### src/rtl/terminal_key_escape_decoder_top_assert.svh
// ---------------------------------------------------------------------------
// Terminal key escape decoder assertion macros
// Concurrent assertion helpers for the decoder top level. They expand to
// nothing when SYNTH is defined.
// ---------------------------------------------------------------------------
`ifndef TERMINAL_KEY_ESCAPE_DECODER_TOP_ASSERT_SVH
`define TERMINAL_KEY_ESCAPE_DECODER_TOP_ASSERT_SVH

`ifndef SYNTH
// Same-cycle implication, sampled on clk and disabled during reset.
`define TKED_ASSERT_IMP(lbl, ante, cons) \
	lbl: assert property (@(posedge clk) disable iff (!arst_n) (ante) |-> (cons)) \
		else $error("assertion failed: same-cycle implication");
// Next-cycle implication, sampled on clk and disabled during reset.
`define TKED_ASSERT_NXT(lbl, ante, cons) \
	lbl: assert property (@(posedge clk) disable iff (!arst_n) (ante) |=> (cons)) \
		else $error("assertion failed: next-cycle implication");
`else
`define TKED_ASSERT_IMP(lbl, ante, cons)
`define TKED_ASSERT_NXT(lbl, ante, cons)
`endif

`endif

### src/rtl/tked_pkg.sv
`timescale 1ns / 1ps
// ---------------------------------------------------------------------------
// Terminal key escape decoder package
// Parse phases, byte constants and key codes shared by the decoder.
// ---------------------------------------------------------------------------
package tked_pkg;

	// Parse phase of the escape sequence recogniser.
	typedef enum logic [2:0] {
		PH_IDLE   = 3'd0,
		PH_ESC    = 3'd1,
		PH_LEAD   = 3'd2,
		PH_DIGIT  = 3'd3,
		PH_FOURTH = 3'd4,
		PH_SHARR  = 3'd5,
		PH_SRET   = 3'd6,
		PH_SRET_U = 3'd7
	} phase_t;

	typedef logic [7:0] byte_t;
	typedef logic [8:0] key_t;

	// Byte constants.
	localparam byte_t CH_ESC   = 8'd27;
	localparam byte_t CH_LBRK  = 8'h5B;
	localparam byte_t CH_O     = 8'h4F;
	localparam byte_t CH_TILDE = 8'h7E;
	localparam byte_t CH_SEMI  = 8'h3B;
	localparam byte_t CH_U     = 8'h75;
	localparam byte_t CH_0     = 8'h30;
	localparam byte_t CH_1     = 8'h31;
	localparam byte_t CH_2     = 8'h32;
	localparam byte_t CH_3     = 8'h33;
	localparam byte_t CH_5     = 8'h35;
	localparam byte_t CH_6     = 8'h36;
	localparam byte_t CH_9     = 8'h39;
	localparam byte_t CH_A     = 8'h41;
	localparam byte_t CH_D     = 8'h44;
	localparam byte_t CH_H     = 8'h48;
	localparam byte_t CH_F     = 8'h46;

	// Dense key codes.
	localparam key_t KEY_ESC          = 9'd27;
	localparam key_t KEY_UP           = 9'd256;
	localparam key_t KEY_HOME         = 9'd260;
	localparam key_t KEY_END          = 9'd261;
	localparam key_t KEY_DEL          = 9'd262;
	localparam key_t KEY_PGUP         = 9'd263;
	localparam key_t KEY_PGDN         = 9'd264;
	localparam key_t KEY_SHIFT_UP     = 9'd265;
	localparam key_t KEY_SHIFT_RETURN = 9'd269;
	localparam key_t KEY_MAX          = 9'd269;

endpackage

### src/rtl/terminal_key_escape_decoder_top.sv
// Each accepted input beat is held in the input register; its result is then
// written to the result register and presented to the output side.
// Throughput: one input beat per cycle whenever the output side takes results.
// The input register advances only when the result register is free or being
// drained, so a stalled output backs up one input beat and then holds in_ready low.
// Reset clears the parse phase, the saved sequence bytes and both valid flags.
`timescale 1ns / 1ps
// ---------------------------------------------------------------------------
// Terminal key escape decoder
// Turns terminal bytes and read timeouts into dense key codes, decoding
// cursor, editing and shifted escape sequences.
// ---------------------------------------------------------------------------
`include "terminal_key_escape_decoder_top_assert.svh"

module terminal_key_escape_decoder_top
	import tked_pkg::*;
(
	input  logic       clk,
	input  logic       arst_n,
	input  logic       in_valid,
	output logic       in_ready,
	input  logic [7:0] byte_value,
	input  logic       timed_out,
	output logic       out_valid,
	input  logic       out_ready,
	output logic [8:0] key_code
);

	// Input register.
	logic   valid_s1;
	byte_t  byte_s1;
	logic   tick_s1;

	// Parse state.
	phase_t phase_q, phase_d;
	byte_t  lead_q, lead_d;
	byte_t  second_q, second_d;
	byte_t  third_q, third_d;
	byte_t  fourth_q, fourth_d;

	// Result register.
	logic   out_valid_q;
	key_t   key_q;

	logic   adv;
	logic   emit;
	key_t   code;
	logic   hit;
	key_t   dec_code;
	logic   is_digit;
	logic   is_arrow;
	logic [1:0] arrow_off;

	// The input beat is processed when the result slot is free or draining.
	assign adv      = valid_s1 && (!out_valid_q || out_ready);
	assign in_ready = !valid_s1 || adv;

	always_ff @(posedge clk or negedge arst_n) begin
		if (!arst_n) begin
			valid_s1 <= 1'b0;
		end else if (in_ready) begin
			valid_s1 <= in_valid;
		end
	end

	always_ff @(posedge clk) begin
		if (in_ready && in_valid) begin
			byte_s1 <= byte_value;
			tick_s1 <= timed_out;
		end
	end

	// Byte classification of the current beat.
	assign is_digit  = (byte_s1 >= CH_0) && (byte_s1 <= CH_9);
	assign is_arrow  = (byte_s1 >= CH_A) && (byte_s1 <= CH_D);
	assign arrow_off = 2'(byte_s1 - CH_A);

	// Key decision for the phases that may complete a sequence.
	always_comb begin
		hit      = 1'b0;
		dec_code = KEY_UP;
		unique case (phase_q)
			PH_LEAD: begin
				if (lead_q == CH_LBRK) begin
					if (is_arrow) begin
						hit      = 1'b1;
						dec_code = KEY_UP + {7'd0, arrow_off};
					end
				end
				if ((lead_q == CH_LBRK) || (lead_q == CH_O)) begin
					if (byte_s1 == CH_H) begin
						hit      = 1'b1;
						dec_code = KEY_HOME;
					end
					if (byte_s1 == CH_F) begin
						hit      = 1'b1;
						dec_code = KEY_END;
					end
				end
			end
			PH_DIGIT: begin
				if (byte_s1 == CH_TILDE) begin
					if (second_q == CH_3) begin
						hit      = 1'b1;
						dec_code = KEY_DEL;
					end else if (second_q == CH_5) begin
						hit      = 1'b1;
						dec_code = KEY_PGUP;
					end else if (second_q == CH_6) begin
						hit      = 1'b1;
						dec_code = KEY_PGDN;
					end
				end
			end
			PH_SHARR: begin
				if ((second_q == CH_1) && (fourth_q == CH_2) && is_arrow) begin
					hit      = 1'b1;
					dec_code = KEY_SHIFT_UP + {7'd0, arrow_off};
				end
			end
			PH_SRET_U: begin
				if ((fourth_q == CH_2) && (byte_s1 == CH_U)) begin
					hit      = 1'b1;
					dec_code = KEY_SHIFT_RETURN;
				end
			end
			default: begin
				hit      = 1'b0;
				dec_code = KEY_UP;
			end
		endcase
	end

	// Next phase and saved sequence bytes.
	always_comb begin
		phase_d  = phase_q;
		lead_d   = lead_q;
		second_d = second_q;
		third_d  = third_q;
		fourth_d = fourth_q;
		if (tick_s1) begin
			phase_d = PH_IDLE;
		end else begin
			unique case (phase_q)
				PH_IDLE: begin
					if (byte_s1 == CH_ESC) phase_d = PH_ESC;
				end
				PH_ESC: begin
					lead_d  = byte_s1;
					phase_d = PH_LEAD;
				end
				PH_LEAD: begin
					if ((lead_q == CH_LBRK) && is_digit) begin
						second_d = byte_s1;
						phase_d  = PH_DIGIT;
					end else begin
						phase_d = hit ? PH_IDLE : PH_ESC;
					end
				end
				PH_DIGIT: begin
					if (byte_s1 == CH_TILDE) begin
						phase_d = hit ? PH_IDLE : PH_ESC;
					end else if ((byte_s1 == CH_SEMI) ||
					             ((second_q == CH_1) && (byte_s1 == CH_3))) begin
						third_d = byte_s1;
						phase_d = PH_FOURTH;
					end else begin
						phase_d = PH_ESC;
					end
				end
				PH_FOURTH: begin
					if (third_q == CH_SEMI) begin
						fourth_d = byte_s1;
						phase_d  = PH_SHARR;
					end else if (byte_s1 == CH_SEMI) begin
						fourth_d = byte_s1;
						phase_d  = PH_SRET;
					end else begin
						phase_d = PH_ESC;
					end
				end
				PH_SRET: begin
					fourth_d = byte_s1;
					phase_d  = PH_SRET_U;
				end
				PH_SHARR, PH_SRET_U: begin
					phase_d = hit ? PH_IDLE : PH_ESC;
				end
				default: begin
					phase_d = PH_IDLE;
				end
			endcase
		end
	end

	// Result of the current beat.
	always_comb begin
		emit = 1'b0;
		code = KEY_ESC;
		if (tick_s1) begin
			emit = (phase_q != PH_IDLE);
			code = KEY_ESC;
		end else if (phase_q == PH_IDLE) begin
			emit = (byte_s1 != CH_ESC);
			code = {1'b0, byte_s1};
		end else begin
			emit = hit;
			code = dec_code;
		end
	end

	// Parse state registers.
	always_ff @(posedge clk or negedge arst_n) begin
		if (!arst_n) begin
			phase_q  <= PH_IDLE;
			lead_q   <= '0;
			second_q <= '0;
			third_q  <= '0;
			fourth_q <= '0;
		end else if (adv) begin
			phase_q  <= phase_d;
			lead_q   <= lead_d;
			second_q <= second_d;
			third_q  <= third_d;
			fourth_q <= fourth_d;
		end
	end

	// Result register.
	always_ff @(posedge clk or negedge arst_n) begin
		if (!arst_n) begin
			out_valid_q <= 1'b0;
		end else if (adv) begin
			out_valid_q <= emit;
		end else if (out_ready) begin
			out_valid_q <= 1'b0;
		end
	end

	always_ff @(posedge clk) begin
		if (adv && emit) begin
			key_q <= code;
		end
	end

	assign out_valid = out_valid_q;
	assign key_code  = key_q;

	// A timeout while idle leaves no result behind.
	`TKED_ASSERT_NXT(a_idle_tick_silent, adv && tick_s1 && (phase_q == PH_IDLE), !out_valid)
	// A timeout inside a sequence yields a lone escape.
	`TKED_ASSERT_NXT(a_tick_esc, adv && tick_s1 && phase_q != PH_IDLE, out_valid && key_code == KEY_ESC)
	// Delivered key codes stay within the defined range.
	`TKED_ASSERT_IMP(a_code_range, out_valid, key_code <= KEY_MAX)
	// A held input beat blocks new input.
	`TKED_ASSERT_IMP(a_hold_blocks, valid_s1 && !adv, !in_ready)

endmodule

### config.mk
export PLATFORM = sky130hd
export DESIGN_NAME = terminal_key_escape_decoder_top
export DESIGN_NICKNAME = d
export VERILOG_FILES = /design/src/rtl/tked_pkg.sv /design/src/rtl/terminal_key_escape_decoder_top.sv
export VERILOG_INCLUDE_DIRS = /design/src /design/src/rtl
export SDC_FILE = /design/constraint.sdc
export NUM_CORES = 1
export LEC_CHECK = 0
export BUFFER_PORTS_ARGS = -buffer_cell sky130_fd_sc_hd__buf_4
export CORE_UTILIZATION = 40
export DETAILED_ROUTE_END_ITERATION = 16
export HOLD_SLACK_MARGIN = 0.1
export SYNTH_ARGS = -nofsm -noshare
export SYNTH_HDL_FRONTEND = slang
export SYNTH_SLANG_ARGS = --single-unit
### constraint.sdc
create_clock -name clk -period 3.6 [get_ports clk]
set_input_delay 0.72 -clock clk [delete_from_list [all_inputs] [get_ports clk]]
set_output_delay 0.72 -clock clk [all_outputs]
set_load 0.01 [all_outputs]
==> results.ini <==
[cts]
clk_path_buf_depth=2
ctsResizeCount=0
cts.sinks=55
clk_pin_slew_ns=0.10
cts_made_buffers=5
cts_tree=yes
hold_buffers=0
cts_root_buffer=clkbuf_8
cts_setup_buffers=0
cts_max_level=2
insertion_delay_ns=0.31

[finish]
syn_to_final_growth_pct=12.1
final_cells=335
final_cell_mix=dfrtp_1, buf_4, mux2_2
layout_commonest_cell=dfrtp_1
drive_gt1_share_pct=27.8
final_nets=272
diodes=0

[yosys]
synth-xor-area-share_pct=0.631
synth_top_family_by_area=simple AND/OR/NAND/NOR gates
synth-edff-count=18
async_flop_share_pct=67.3
yosys_register_bits=55
synthSimpleGateAreaFrac_pct=23.2
muxShareOfSynthArea_pct=9.32
syn_inst=230
avgSynthCellArea_um2=12.1
synth_nets=248
synth_fa_ha_area_share_pct=2.25
synthDistinctLibCells=55
synth_seq_area_share_pct=52.8
syn-cell-area_um2=2780
ys.flop_type=dfrtp_1
synth_compound_area_share_pct=9.10
synth_warnings=0

[floorplan]
io_pins=24
num_rows=30
core_area_um2=6760
die_x_um=85.3
fp.dieH_um=85.3
start_util_pct=41.1
die_area_um2=7280

[routing]
via_per_inst=5.76
drc=0
drtIter0Drc=87
routed_wl_um=6000
wire_per_inst_um=17.9
drt_first_pass_iters=4
vias=1928
drt.antenna.violating_nets=0

[sta]
drv_slew=0
skew_ns=0.00716
hold_viol=0
post-route-period-util_pct=74.5
fmax_mhz=373
rsz0062_at_grt=no
setup_viol=0
setup_tns_ns=0
slew_headroom_pct=50.7
tightestPinTransition_ns=0.734
setup_ws_ns=0.918
min_period_ns=2.68

[global_routing]
antenna_found_initial=0
grt-ovfl-total=0
grt_max_degree=38
grt_usage_pct=17.9
first_global_vias=1881
grt_pass1_wl_um=9860

[placement]
dp_slack_ns=0.975
io_buffers=23
dpl.cell_count=327
place_congestion=0.911
hpwl_um=4330

[power]
power-per-cell-area_nw_per_um2=506
ir_worst_vdd_uv=247
leakage_nw=1.31

[setup_path]
reg2reg_from=byte_s1[0]$_DFFE_PP_
end_kind=flop
cpMaxStageDelayCell=edfxtp_1
crit_chain=inv_1 -> ha_1 -> nor3b_1 -> nor4b_1 -> and4_1 -> nor4_2 -> a21oi_1 -> buf_4
crit_type=reg2reg
cp.arrival_ns=2.71
crit_path_start=byte_s1[0]$_DFFE_PP_
path_buf_inv=2
start_kind=flop
crit_required_ns=3.63
worst-path-max-fanout=9
cp_slowest_stage_delay_ns=0.52
crit_family=simple AND/OR/NAND/NOR gates

[run_status]
status=finished clean

[worst_hold_path]
hp-class=in2async

[job]
maxCapViolations=0

==> synth_stat cells, types with 6 or more instances <==
cell type  number  share of area, %
dfrtp_1        37                33
mux2_2         23               9.3
edfxtp_1       18                19
nor2_1         13               1.8
nand2_1        12               1.6
and2_1          7               1.6
nand4b_1        7               2.2
o21ai_0         7               1.3
inv_1           6              0.81
nand2b_1        6               1.4
nor2b_1         6               1.4
==> worst paths after layout <==
check                      cells past startpoint                        end  slack, ns
max                                            8  key_code[1]$_SDFFCE_PP1P_       0.92
min                                            1     third_q[6]$_DFFE_PN0P_       0.35
max reg2reg                                    8  key_code[1]$_SDFFCE_PP1P_       0.92
min reg2reg                                    1     third_q[4]$_DFFE_PN0P_       0.48
max in group asynchronous                      1      out_valid$_DFFE_PN0P_       2.91
min in group clk                               1     third_q[4]$_DFFE_PN0P_       0.48
==> through the flow <==
step | hold slack [ns] | power (W) | utilization [%] | instance area, um2
after floorplan | 0.424 | 0.00108 | - | 2780
after global placement | 0.454 | 0.00123 | 44.7 | 3020
after detailed placement | 0.455 | 0.00123 | 44.7 | 3020
after CTS | 0.371 | 0.00159 | 46.1 | 3110
after global routing | 0.391 | 0.00165 | 46.1 | 3110
final | 0.350 | 0.00158 | 46.1 | 3110
==> power breakdown <==
| group | internal, W | total [W] | switching, W |
|---|---|---|---|
| Sequential | 0.000753 | 0.000827 | 0.0000734 |
| Combinational | 0.000186 | 0.000396 | 0.000210 |
| Clock | 0.000140 | 0.000353 | 0.000213 |
==> cell families after synthesis <==
| family | count (synthesis) |
|---|---|
| XOR/XNOR | 2 |
| AND/OR/NAND/NOR | 97 |
| buffers and inverters | 15 |
| adder cells (fa/ha/maj) | 5 |
| flip-flops | 55 |
| multiplexers | 23 |
| AO/OA/AOI/OAI | 33 |
==> worst reg2reg max path: stages (launching register included) <==
cell and delay (ns):
edfxtp_1 0.52, inv_1 0.16, ha_1 0.23, nor3b_1 0.15, nor4b_1 0.48, and4_1 0.40, nor4_2 0.10, a21oi_1 0.16
buf_4 0.19
==> state kept, by name, summed over array words and instances (netlist names) <==
name / cells
second_q: 8
third_q: 8
byte_s1: 8
valid_s1: 1
phase_q: 3
key_code: 9
fourth_q: 8
tick_s1: 1
out_valid: 1
lead_q: 8
==> layer usage <==
layer	vias up	track usage, %	routed length (um)
li1	914	-	-
met1	936	25.5	2750
met2	72	27.3	2800
met3	6	3.50	378
met4	0	6.36	78
met5	-	0	0
==> cell type report <==
class	count	area, um2
Clock inverter	3	22.5
Sequential cell	55	1470
Timing Repair Buffer	26	195
Clock buffer	5	68.8
Multi-Input combinational cell	160	1240
Fill cell	642	3640
Inverter	6	22.5
Tap cell	80	100
Power figures use the tool's default switching activity.
